===== src/design/pskf_fifo.sv =====
// Short request queue between the front (measurement) and back (update) stages.
// No dependencies.
module pskf_fifo #(
    parameter int WIDTH = 25,
    parameter int DEPTH = 2
) (
    input  logic             aclk,
    input  logic             aresetn,
    input  logic             in_valid,
    output logic             in_ready,
    input  logic [WIDTH-1:0] in_data,
    output logic             out_valid,
    input  logic             out_ready,
    output logic [WIDTH-1:0] out_data
);

    localparam int PTR_W = (DEPTH > 1) ? $clog2(DEPTH) : 1;
    localparam int CNT_W = $clog2(DEPTH + 1);

    logic [WIDTH-1:0] mem_reg [DEPTH];
    logic [PTR_W-1:0] wr_ptr_reg, wr_ptr_next;
    logic [PTR_W-1:0] rd_ptr_reg, rd_ptr_next;
    logic [CNT_W-1:0] count_reg, count_next;
    logic             push, pop;

    assign in_ready  = (count_reg != CNT_W'(DEPTH));
    assign out_valid = (count_reg != '0);
    assign out_data  = mem_reg[rd_ptr_reg];
    assign push      = in_valid && in_ready;
    assign pop       = out_valid && out_ready;

    always_comb begin
        wr_ptr_next = wr_ptr_reg;
        rd_ptr_next = rd_ptr_reg;
        count_next  = count_reg;
        if (push) begin
            wr_ptr_next = (wr_ptr_reg == PTR_W'(DEPTH - 1)) ? '0 : wr_ptr_reg + 1'b1;
        end
        if (pop) begin
            rd_ptr_next = (rd_ptr_reg == PTR_W'(DEPTH - 1)) ? '0 : rd_ptr_reg + 1'b1;
        end
        if (push && !pop) begin
            count_next = count_reg + 1'b1;
        end else if (pop && !push) begin
            count_next = count_reg - 1'b1;
        end
    end

    always_ff @(posedge aclk) begin
        if (push) begin
            mem_reg[wr_ptr_reg] <= in_data;
        end
        if (!aresetn) begin
            wr_ptr_reg <= '0;
            rd_ptr_reg <= '0;
            count_reg  <= '0;
        end else begin
            wr_ptr_reg <= wr_ptr_next;
            rd_ptr_reg <= rd_ptr_next;
            count_reg  <= count_next;
        end
    end

endmodule


===== config.mk =====
export PLATFORM = sky130hd
export DESIGN_NAME = pskf_fifo
export DESIGN_NICKNAME = d
export VERILOG_FILES = /design/src/design/pskf_fifo.sv
export SDC_FILE = /design/constraint.sdc
export NUM_CORES = 1
export LEC_CHECK = 0
export BUFFER_PORTS_ARGS = -buffer_cell sky130_fd_sc_hd__buf_2
export CORE_MARGIN = 4
export CORE_UTILIZATION = 51
export DETAILED_ROUTE_END_ITERATION = 8
export HOLD_SLACK_MARGIN = 0.08
export PLACE_DENSITY_LB_ADDON = 0.12
export SLEW_MARGIN = 20
export SYNTH_ARGS = -nofsm -noshare
export SYNTH_HDL_FRONTEND = slang
export SYNTH_SLANG_ARGS = --single-unit
export TNS_END_PERCENT = 10

===== constraint.sdc =====
create_clock -name aclk -period 1.9 [get_ports aclk]
set_input_delay 0 -clock aclk [delete_from_list [all_inputs] [get_ports aclk]]
set_output_delay 0 -clock aclk [all_outputs]
set_load 0.005 [all_outputs]

==> impl_metrics.csv <==
group,metric,value,unit
placed_design,hpwlAfterDp,2340,um
synth,synth_most_common_cell,"edfxtp_1",
sta,fin_tns_setup,0,ps
clock_tree,root_buffer,"clkbuf_8",
placed_design,gp_congestion,0.682,
synth,ys_types,19,
sta,period_minus_slack,1630,ps
cells_and_area,syn2layout_area_growth,37.1,%
die,die_h,71.3,um
die,dieArea,5080,um^2
synth,synthFlopType,"edfxtp_1",
routing,totalWireLength,3650,um
synth,ys_async_sr_fraction,0,%
synth,synth_area_leaders,"edfxtp_1 74%, mux2_2 14%, dfxtp_1 4.9%",
global_routing,antenna_found_initial,0,
global_routing,grt_start_max_net_pins,26,
sta,finalCritPeriodShare,85.7,%
worst_setup_path,critPathMaxFanout,5,
cells_and_area,nets,222,
clock_tree,htree_levels,2,
clock_tree,cts_resized,0,
sta,slew_viol_final,0,
worst_setup_path,cp_slowest_cell,"dfxtp_1",
sta,fin_skew,6.33,ps
routing,drt_iter0_markers,21,
sta,rsz0062_at_grt,"false",
synth,yosys.area.top_type,"edfxtp_1",
sta,setup_violations,0,
synth,yosysSeqAreaShare,78.5,%
synth,avgSynthCellArea,20.0,um^2
cells_and_area,drive_above_1_share,49.2,%
worst_setup_path,worstSetupPathType,"reg2reg",
cells_and_area,antenna_cells,0,
synth,yosysWarnings,0,
global_routing,grt_pass1_vias,1295,
clock_tree,cts_tree,"done",
die,start_util,54.1,%
worst_setup_path,crit_path_start_kind,"flip-flop",
worst_setup_path,path_buf_inv,0,
synth,syn_nets,132,
synth,synth_edf_count,50,
worst_setup_path,r2r_cells,5,
global_routing,grt_pass1_wl,5950,um
worst_setup_path,critPathArrivalTime,1860,ps
power_and_ir_drop,p_leak,1.08,nW
routing,drc,0,
worst_setup_path,startpoint,"count_reg[0]",
synth,syn_inst,102,
run_status,status,"finished clean",
worst_setup_path,r2r_setup_slack,270,ps
sta,slew_headroom,77.0,%
routing,routed_via_density,4.81,
job,max_cap_viol_count,0,
routing,drt_pass1_iterations,4,
worst_setup_path,critPathCapture,"count_reg[1]",
die,core-area,3770,um^2
sta,hold_viol,0,
synth,synth_common_cells,"50 x edfxtp_1, 25 x mux2_2, 5 x dfxtp_1",
sta,tightest_slew,345,ps
power_and_ir_drop,total_power,3.30,mW
worst_setup_path,cp.required,2130,ps
synth,synth-seq-cells,55,
worst_setup_path,slowest_delay,380,ps
worst_setup_path,cp_top_family,"simple AND/OR/NAND/NOR gates",
worst_setup_path,rr_startpoint,"count_reg[0]",
clock_tree,cts_buffers,5,
die,die_w,71.3,um
routing,vias,1159,
die,pin_count,56,
min_path,hold_class,"in2reg",
synth,synth_top_area_share,73.6,%
clock_tree,clkLatencyLatePin,290,ps
global_routing,grt_util_all_layers,15.5,%
routing,post_drt_wl_per_cell,15.1,um
routing,final_antenna_net_count,0,
worst_setup_path,cp_num_cells,5,
worst_setup_path,timing.rr.end,"count_reg[1]",
worst_setup_path,end_kind,"flip-flop",
power_and_ir_drop,vdd_drop_max,782,uV
clock_tree,path_clk_slew,90,ps
global_routing,grt_overflow_total,0,
placed_design,portBuffers,55,
clock_tree,cts_buffer_depth,2,
worst_setup_path,worstPathCellList,"nand2b_4, and2_1, ha_1, or3_1, a21boi_1",
synth,syn-cell-area,2040,um^2
sta,fmax,0.614,GHz
die,fp-row-count,22,
power_and_ir_drop,power_density,1180,nW/um^2
cells_and_area,largest_reg_flops,50,
clock_tree,clkSinkCount,55,
worst min-delay path by stage:
stage	end	depth (start not counted)	start
final	rd_ptr_reg	4	out_ready
after global routing	rd_ptr_reg	4	out_ready
after CTS	rd_ptr_reg	4	out_ready
after detailed placement	mem_reg[0][12]	1	in_data[12]
after global placement	mem_reg[0][4]	1	in_data[4]
after floorplan	mem_reg[0][0]	0	in_data[0]
cell type report:
cell class	count	area, um^2
Clock inverter	3	67.6
Tap cell	48	60.1
Multi-Input combinational cell	43	420
Fill cell	241	973
Timing Repair Buffer	86	576
Clock buffer	5	68.8
Inverter	1	3.75
Sequential cell	55	1600
logic make-up after synthesis:
family,after synthesis,synth area share [%]
flip-flops,55,78.5
multiplexers,25,13.8
AND/OR/NAND/NOR,9,3.19
AO/OA/AOI/OAI,5,1.72
buffers and inverters,4,0.919
XOR/XNOR,3,1.29
adder cells (fa/ha/maj),1,0.613
per-stage QoR:
stage	instances	hold WS, ps	setup slack [ps]	util [%]	cell area, um^2
3_5_place_dp	206	192	287	63.4	2390
4_1_cts	241	169	265	74.2	2800
3_3_place_gp	206	187	399	63.4	2390
5_1_grt	241	199	186	74.2	2800
6_report	241	174	272	74.2	2800
2_1_floorplan	102	98.9	279	-	2040
cells in the final DEF, fill, tap and decap left out, types with 2 or more instances in the layout:
master / n
edfxtp_1: 50
and2_1: 4
dfxtp_1: 5
mux2_2: 25
bufinv_16: 2
buf_2: 55
dlygate4sd3_1: 27
xnor2_1: 2
clkbuf_8: 5
buf_4: 4
metal layers:
layer	vias up	track usage, %	routed length (um)
met4	0	6.26	30
met3	2	3.51	188
met1	549	17.0	1430
li1	573	-	-
met5	-	0	0
met2	35	28.8	2000
power breakdown:
part / internal (mW) / total (mW) / switching [mW]
Combinational: 0.467 / 0.846 / 0.379
Sequential: 1.52 / 1.58 / 0.0634
Clock: 0.525 / 0.877 / 0.352
worst reg2reg max path, cell delays in order (launching register included):
cell	delay [ps]
dfxtp_1	380
nand2b_4	190
and2_1	170
ha_1	340
or3_1	360
a21boi_1	140
repair_timing:
item | CTS | global route
buffers inserted | 0 | 0
hold buffers | 27 | 0
endpoints found under the hold margin | 55 | 0
Power figures use the tool's default switching activity.
