**src/design/pskf_pkg.sv**
```systemverilog
// Shared types, constants and helpers for the per-cell scalar Kalman fusion block.
// Used by the front, back and top modules under design/; depends on nothing.
package pskf_pkg;

    // Channel widths
    localparam int IN_DATA_W  = 56;   // 54 field bits, padded to whole bytes
    localparam int OUT_DATA_W = 32;
    localparam int CFG_W      = 16;

    // Configuration register indexes
    localparam logic REG_PROCESS_VAR = 1'b0;
    localparam logic REG_MEAS_VAR    = 1'b1;

    localparam logic [CFG_W-1:0] PROCESS_VAR_RST = 16'd655;
    localparam logic [CFG_W-1:0] MEAS_VAR_RST    = 16'd1638;

    // Q1.15
    localparam logic [15:0] Q15_ONE  = 16'd32768;
    localparam logic [15:0] Q15_HALF = 16'd16384;

    // Fused measurement, Q1.15, may lie outside 0..1
    localparam int MEAS_W = 17;
    typedef logic signed [MEAS_W-1:0] meas_t;

    // Measurement numerator: 163840*(10000-m) + 30000*q + 20000*d + 50000,
    // biased by 11000*100000 so it never goes negative.
    localparam int ACC_W = 33;
    localparam logic [ACC_W-1:0] MEAS_OFFSET = 33'd2738450000;
    localparam logic [ACC_W-1:0] MOIST_GAIN  = 33'd163840;
    localparam logic [ACC_W-1:0] QUAL_GAIN   = 33'd30000;
    localparam logic [ACC_W-1:0] DEMAND_GAIN = 33'd20000;
    localparam meas_t            MEAS_BIAS   = 17'sd11000;

    // floor(n / 100000) = ((n >> 5) * MEAS_RECIP) >> MEAS_SHIFT,
    // exact while n >> 5 stays below 2^28 (1737 * 2^28 < 2^39 * 1)
    localparam int                 MEAS_PRE_SHIFT = 5;
    localparam int                 RECIP_W        = 28;
    localparam int                 PROD_W         = 2 * RECIP_W;
    localparam logic [RECIP_W-1:0] MEAS_RECIP     = 28'd175921861;
    localparam int                 MEAS_SHIFT     = 39;

    // Gain divider produces 16 quotient bits, one per cycle
    localparam int DIV_STEPS = 16;

    localparam int CLAMP_W = 22;

    function automatic logic [15:0] clamp_q15(input logic signed [CLAMP_W-1:0] v);
        logic [15:0] res;
        if (v < 0) begin
            res = '0;
        end else if (v > $signed({6'b0, Q15_ONE})) begin
            res = Q15_ONE;
        end else begin
            res = v[15:0];
        end
        return res;
    endfunction

endpackage

```
**src/design/pskf_front.sv**
```systemverilog
// Front stage: accepts input items, wraps the cell index and forms the fused
// measurement, dividing by 100000 with a reciprocal multiply. Depends on pskf_pkg.
module pskf_front #(
    parameter int CELL_COUNT = 256,
    parameter int IDX_W      = 8
) (
    input  logic                           aclk,
    input  logic                           aresetn,
    input  logic                           s_tvalid,
    output logic                           s_tready,
    input  logic [pskf_pkg::IN_DATA_W-1:0] s_tdata,
    output logic                           q_valid,
    input  logic                           q_ready,
    output logic [IDX_W-1:0]               q_idx,
    output pskf_pkg::meas_t                q_z
);
    import pskf_pkg::*;

    typedef enum logic [2:0] {F_IDLE, F_MUL_Q, F_MUL_D, F_DIV, F_PUSH} fstate_t;

    // Index modulo CELL_COUNT by shifted compare-subtract
    function automatic logic [7:0] wrap_index(input logic [7:0] raw);
        logic [24:0] rem;
        logic [24:0] lim;
        rem = {17'b0, raw};
        for (int s = 7; s >= 0; s--) begin
            lim = 25'(CELL_COUNT) << s;
            if (rem >= lim) begin
                rem = rem - lim;
            end
        end
        return rem[7:0];
    endfunction

    fstate_t          state_reg, state_next;
    logic [IDX_W-1:0] cell_reg, cell_next;
    logic [15:0]      qual_reg, qual_next;
    logic [15:0]      dem_reg, dem_next;
    logic [ACC_W-1:0] acc_reg, acc_next;
    logic [15:0]      quo_reg, quo_next;

    logic [7:0]        wrapped;
    logic [PROD_W-1:0] recip_prod;

    assign s_tready = (state_reg == F_IDLE);
    assign q_valid  = (state_reg == F_PUSH);
    assign q_idx    = cell_reg;
    assign q_z      = $signed({1'b0, quo_reg}) - MEAS_BIAS;

    assign wrapped    = wrap_index(s_tdata[7:0]);
    assign recip_prod = PROD_W'(acc_reg[ACC_W-1:MEAS_PRE_SHIFT]) * PROD_W'(MEAS_RECIP);

    always_comb begin
        state_next = state_reg;
        cell_next  = cell_reg;
        qual_next  = qual_reg;
        dem_next   = dem_reg;
        acc_next   = acc_reg;
        quo_next   = quo_reg;
        case (state_reg)
            F_IDLE: begin
                if (s_tvalid) begin
                    cell_next  = wrapped[IDX_W-1:0];
                    qual_next  = s_tdata[37:22];
                    dem_next   = s_tdata[53:38];
                    acc_next   = MEAS_OFFSET - ACC_W'(s_tdata[21:8]) * MOIST_GAIN;
                    state_next = F_MUL_Q;
                end
            end
            F_MUL_Q: begin
                acc_next   = acc_reg + ACC_W'(qual_reg) * QUAL_GAIN;
                state_next = F_MUL_D;
            end
            F_MUL_D: begin
                acc_next   = acc_reg + ACC_W'(dem_reg) * DEMAND_GAIN;
                state_next = F_DIV;
            end
            F_DIV: begin
                // divide by 100000 as a multiply by the scaled reciprocal
                quo_next   = recip_prod[MEAS_SHIFT +: 16];
                state_next = F_PUSH;
            end
            F_PUSH: begin
                if (q_ready) begin
                    state_next = F_IDLE;
                end
            end
            default: begin
                state_next = F_IDLE;
            end
        endcase
    end

    always_ff @(posedge aclk) begin
        cell_reg <= cell_next;
        qual_reg <= qual_next;
        dem_reg  <= dem_next;
        acc_reg  <= acc_next;
        quo_reg  <= quo_next;
        if (!aresetn) begin
            state_reg <= F_IDLE;
        end else begin
            state_reg <= state_next;
        end
    end

endmodule

```
**config.mk**
```make
export PLATFORM = sky130hd
export DESIGN_NAME = pskf_front
export DESIGN_NICKNAME = d
export VERILOG_FILES = /design/src/design/pskf_pkg.sv /design/src/design/pskf_front.sv
export SDC_FILE = /design/constraint.sdc
export NUM_CORES = 1
export LEC_CHECK = 0
export BUFFER_PORTS_ARGS = -buffer_cell sky130_fd_sc_hd__buf_2
export CORE_UTILIZATION = 24
export DETAILED_ROUTE_END_ITERATION = 8
export SLEW_MARGIN = 25
export SYNTH_ARGS = -nofsm -noshare
export SYNTH_HDL_FRONTEND = slang
export SYNTH_SLANG_ARGS = --single-unit
```
**constraint.sdc**
```tcl
create_clock -name aclk -period 9 [get_ports aclk]
set_clock_uncertainty 0.15 [all_clocks]
set_input_delay 0.9 -clock aclk [delete_from_list [all_inputs] [get_ports aclk]]
set_output_delay 0.9 -clock aclk [all_outputs]
set_load 0.05 [all_outputs]
```
==> qor.csv, run 1 <==
stage;metric;value;unit
route;wl_per_cell;14.1;um
layout;area_growth;10.4;%
clock_network;cts_tree;built;
clock_network;clkLatencyLatePin;0.41;ns
critical_path;rr_endpoint;quo_reg[11]$_DFFE_PP_;
route;via_per_inst;4.21;
logic_synthesis;synth_fp_nets;3526;
logic_synthesis;yosysMostFrequentCell;inv_1;
logic_synthesis;yosysWarnings;0;
clock_network;clockRootBuffer;clkbuf_16;
critical_path;rr_startpoint;acc_reg[14]$_DFFE_PP_;
clock_network;path_clk_slew;0.08;ns
min_path;min_to;acc_reg[4]$_DFFE_PP_;
timing;fin_tns_setup;0;ns
route;wl;56.6;mm
timing;rsz0062_at_grt;false;
logic_synthesis;synth_area_leaders;fa_1 32%, ha_1 27%, inv_1 11%, edfxtp_1 10%, xnor2_1 3.0%;
layout;final_util;0.268;
route;dr_total_vias;16846;
route;drtAntennaViolNets;0;
floorplan;dieWidth;326;um
floorplan;start_util;0.243;
route;dr.pass1.iters;5;
critical_path;crit_path_start_kind;flip-flop;
route;dr_wl_met2;27.3;mm
layout;drive_gt1_frac;0.0549;
logic_synthesis;ys_seq_area_frac;0.104;
min_path;hold_path_class;reg2reg;
timing;fin_crit_sh;0.898;
logic_synthesis;synth_area;0.0252;sq mm
floorplan;core;0.104;sq mm
clock_network;cts_sinks;88;
clock_network;post-cts-setup-buffers;0;
global_routing;grt_antenna_before_repair;0;
place;gp_congestion;0.875;
logic_synthesis;ys_ff_latch;88;
logic_synthesis;ys.flop_type;edfxtp_1;
place;place_hpwl;49.9;mm
logic_synthesis;synthDistinctLibCells;73;
critical_path;crit_required;8.98;ns
timing;period_needed;8.08;ns
min_path;min_from;acc_reg[4]$_DFFE_PP_;
route;dr.first_iter.drc_count;789;
logic_synthesis;synth_async_sr_flop_share;0;
global_routing;grt_start_max_net_pins;41;
logic_synthesis;yosysTopAreaCell;fa_1;
run_status;status;finished clean;
critical_path;arrival;8.06;ns
route;drt-met1-wl;26.5;mm
flow_run;max_cap_violations;0;
clock_network;clockBufferDepth;2;
timing;worst_pin_slew;0.968;ns
critical_path;crit_path_max_fanout;11;
timing;maxSlewViolCount;0;
logic_synthesis;netlist_instances;2512;
floorplan;fp.dieArea;0.106;sq mm
logic_synthesis;synth_edf_count;85;
timing;hold_viol;0;
layout;largest_reg_flops;29;
floorplan;num_rows;118;
route;route.met3.wl;1.69;mm
critical_path;rr_worst_depth;23;
critical_path;worstSetupEndpointType;flip-flop;
global_routing;grt_pass1_vias;17903;
place;io_buffers;84;
timing;slew_headroom;0.350;
floorplan;die_h;326;um
clock_network;cts-resized-gates;0;
global_routing;grt_pass1_wl;93.4;mm
timing;holdWs;0.527;ns
critical_path;critPathKind;reg2reg;
clock_network;cts-htree-levels;3;
route;top_layer_used;met4;
logic_synthesis;synth.top_cells.by_count;719 x inv_1, 545 x ha_1, 409 x fa_1;
global_routing;grt_use_total;0.111;
route;route.detailed.drc;0;
min_path;min_path_cells;3;
timing;finalSetupViolCount;0;
global_routing;grt.overflow.total;0;
logic_synthesis;synth_top_area_frac;0.325;
logic_synthesis;syn-mean-instance-area;10.0;sq um
clock_network;cts_hold_buffers;0;
layout;num-nets-final;3631;
floorplan;boundaryPins;87;
timing;max_freq;124;MHz
critical_path;r2r_slack;0.92;ns
clock_network;cts_buffers;9;
layout;fillers;11008;
-- placed cells by master (no fill, tap or decap), types with 12 or more instances in the layout --
cell      synthesis  layout
inv_1           719     719
ha_1            545     545
fa_1            409     409
a21oi_1          99      99
xnor2_1          86      86
edfxtp_1         85      85
buf_2             0      84
a21o_1           55      55
xor2_1           52      52
nor2_1           50      49
nand2_1          46      46
o21ai_1          36      36
o21ai_0          30      30
nand3_1          29      29
buf_4             3      25
nor3_1           22      22
o21a_1           21      21
nor2b_1          19      19
nand2b_1         17      17
a22oi_1          12      12
-- critical path, cell delays in order (launching register included) --
cell and delay, ns:
edfxtp_1 0.87, fa_1 0.55, ha_1 0.31, fa_1 0.56, inv_1 0.05, fa_1 0.49, inv_1 0.07, fa_1 0.54
inv_1 0.06, fa_1 0.52, inv_1 0.05, fa_1 0.48, ha_1 0.31, nand3_1 0.12, nor2_1 0.23, nand4b_1 0.15
a211oi_1 0.68, nor4_4 0.11, o22ai_1 0.41, a41oi_2 0.26, o21a_1 0.25, o21ai_1 0.26, mux2i_1 0.22, nand3_1 0.09
-- final cells by class --
cell class                      count  area [sq um]  area share
Tap cell                         1380          1730      0.0621
Inverter                          721          2710      0.0973
Sequential cell                    88          2610      0.0939
Clock inverter                      6          97.6     0.00351
Timing Repair Buffer              109           608      0.0219
Antenna cell                        1          2.50   0.0000900
Multi-Input combinational cell   1688         19800       0.713
Clock buffer                       10           229     0.00823
-- layer usage --
layer | vias up | global-route usage
met1 | 8236 | 0.149
met2 | 265 | 0.190
li1 | 8295 | -
met4 | 0 | 0.0270
met5 | - | 0
met3 | 50 | 0.0115
-- logic make-up after synthesis --
| family | count (synthesis) | synth area share |
|---|---|---|
| AO/OA/AOI/OAI | 364 | 0.0950 |
| multiplexers | 2 | 0.000795 |
| buffers and inverters | 736 | 0.110 |
| adder cells (fa/ha/maj) | 954 | 0.596 |
| AND/OR/NAND/NOR | 230 | 0.0468 |
| flip-flops | 88 | 0.104 |
| XOR/XNOR | 138 | 0.0480 |
-- per-stage QoR --
stage | setup slack [ns] | instances | instance area (sq um)
2_1_floorplan | 2.11 | 2512 | 25200
3_3_place_gp | 1.03 | 3986 | 27500
3_5_place_dp | 1.03 | 3986 | 27500
4_1_cts | 0.946 | 4002 | 27800
5_1_grt | 0.619 | 4002 | 27800
6_report | 0.922 | 4003 | 27800
-- worst max path at each step --
stage | from | slack, ns | end | depth (start not counted)
after floorplan | acc_reg[8]$_DFFE_PP_ | 2.11 | quo_reg[15]$_DFFE_PP_ | 25
after global placement | acc_reg[14]$_DFFE_PP_ | 1.03 | quo_reg[15]$_DFFE_PP_ | 23
after detailed placement | acc_reg[14]$_DFFE_PP_ | 1.03 | quo_reg[11]$_DFFE_PP_ | 23
after CTS | acc_reg[14]$_DFFE_PP_ | 0.95 | quo_reg[11]$_DFFE_PP_ | 23
after global routing | acc_reg[14]$_DFFE_PP_ | 0.62 | quo_reg[11]$_DFFE_PP_ | 23
final | acc_reg[14]$_DFFE_PP_ | 0.92 | quo_reg[11]$_DFFE_PP_ | 23
Power of run 1 is left out: the tool's default activity adds up to more than one toggle a clock period on the data nets, which glitch-free logic cannot reach.
==> run 2, diff against run 1 <==
- CORE_UTILIZATION: 24 -> 37
==> run 2 against run 1 <==
Compared with the run above: non-clock buffer count increased by 4; die area decreased by 35%; critical path depth increased by 1; sequential share of layout area increased by 0.23 points; first-iteration DRC count decreased by 13%; design area decreased by 2.3%; utilization increased by 14 points.
==> qor.csv, run 2 (same netlist as run 1, synthesis figures left out) <==
stage;metric;value;unit
route;drtAntennaViolNets;0;
layout;drive_gt1_frac;0.0556;
clock_network;clkLatencyLatePin;0.39;ns
critical_path;crit_required;8.99;ns
timing;fin_tns_setup;0;ns
global_routing;grt_pass1_vias;17298;
timing;worst_pin_slew;1.00;ns
route;dr_total_vias;16805;
timing;slew_headroom;0.332;
floorplan;fp.dieArea;0.0691;sq mm
route;dr.pass1.iters;4;
timing;finalSetupViolCount;0;
floorplan;core;0.0673;sq mm
min_path;hold_path_class;reg2reg;
route;wl_per_cell;15.7;um
critical_path;rr_startpoint;acc_reg[11]$_DFFE_PP_;
route;route.detailed.drc;0;
layout;final_common_cell;inv_1;
critical_path;critPathKind;reg2reg;
global_routing;grt_start_max_net_pins;41;
clock_network;path_clk_slew;0.08;ns
clock_network;clockRootBuffer;clkbuf_16;
timing;fin_crit_sh;0.890;
critical_path;cp_slowest_cell;edfxtp_1;
layout;largest_reg_flops;29;
place;place_hpwl;48.2;mm
critical_path;critPathBufInv;5;
clock_network;post-cts-setup-buffers;0;
timing;max_freq;125;MHz
layout;diodes;0;
clock_network;cts-resized-gates;0;
clock_network;cts_sinks;88;
floorplan;num_rows;95;
layout;area_growth;7.80;%
clock_network;cts_hold_buffers;0;
route;wl;54.8;mm
clock_network;cts_buffers;9;
critical_path;crit_path_max_fanout;9;
clock_network;cts_tree;built;
timing;rsz0062_at_grt;false;
clock_network;clockBufferDepth;2;
critical_path;crit_start;acc_reg[11]$_DFFE_PP_;
route;via_per_inst;4.80;
min_path;min_from;acc_reg[4]$_DFFE_PP_;
floorplan;boundaryPins;87;
critical_path;worstSetupEndpointType;flip-flop;
global_routing;grt.overflow.total;0;
global_routing;grt_antenna_before_repair;1;
place;gp_congestion;0.943;
critical_path;crit_path_start_kind;flip-flop;
critical_path;arrival;8.00;ns
run_status;status;finished clean;
critical_path;cp_cell_sequence;buf_4 > fa_1 > ha_1 > fa_1 > inv_1 > fa_1 > inv_1 > fa_1 > inv_1 > fa_1 > inv_1 > fa_1 > ha_1 > nand3_1 > a21oi_1 > o311ai_0 > a31oi_1 > nor4_4 > o22ai_1 > a41oi_2 > o221ai_1 > a21o_1 > a21oi_1 > xnor2_1;
timing;period_needed;8.01;ns
floorplan;die_h;263;um
place;io_buffers;84;
flow_run;max_cap_violations;0;
floorplan;start_util;0.375;
global_routing;grt_use_total;0.166;
layout;num-nets-final;3635;
clock_network;cts-htree-levels;3;
global_routing;grt_pass1_wl;90.0;mm
timing;maxSlewViolCount;0;
critical_path;cp_top_family;adder cells;
floorplan;dieWidth;263;um
layout;mostFrequentLayoutCells;719 x inv_1, 545 x ha_1, 409 x fa_1;
timing;hold_viol;0;
critical_path;max_stage_delay;0.65;ns
critical_path;path_common_cell;fa_1;
route;dr.first_iter.drc_count;683;
run 2: routing by layer:
| metal | vias up | global-route usage | wire length, um |
|---|---|---|---|
| met5 | - | 0 | 13 |
| met4 | 2 | 0.0517 | 1510 |
| met3 | 62 | 0.0182 | 1410 |
| met2 | 200 | 0.282 | 26400 |
| met1 | 8233 | 0.221 | 25500 |
| li1 | 8308 | - | - |
run 2: path summary, 6_finish.rpt:
check,end,slack [ns],depth (start not counted)
worst max-delay path,quo_reg[15]$_DFFE_PP_,0.99,24
worst min-delay path,acc_reg[4]$_DFFE_PP_,0.52,3
worst max register to register,quo_reg[15]$_DFFE_PP_,0.99,24
worst min register to register,acc_reg[4]$_DFFE_PP_,0.52,3
run 2: area by class of cell:
cell class	count	area, sq um
Clock buffer	9	225
Sequential cell	88	2610
Multi-Input combinational cell	1688	19800
Fill cell	6752	40100
Tap cell	873	1090
Timing Repair Buffer	113	638
Inverter	721	2710
Clock inverter	7	52.6
run 2: tightest hold or removal path: stages, from the launching register on:
cell,delay [ns]
edfxtp_1,0.33
ha_1,0.11
nor2_1,0.04
nor2_1,0.07
run 2: per-stage QoR:
| stage | hold WS, ns | setup WS (ns) | instance area, sq um | cells | utilization |
|---|---|---|---|---|---|
| floorplan | 0.473 | 2.11 | 25200 | 2512 | - |
| global placement | 0.493 | 1.12 | 26900 | 3483 | 0.400 |
| detailed placement | 0.504 | 1.07 | 26900 | 3483 | 0.400 |
| CTS | 0.496 | 1.01 | 27200 | 3499 | 0.404 |
| global route | 0.502 | 0.752 | 27200 | 3499 | 0.404 |
| finish | 0.515 | 0.990 | 27200 | 3499 | 0.404 |
Power of run 2 is left out for the same reason.
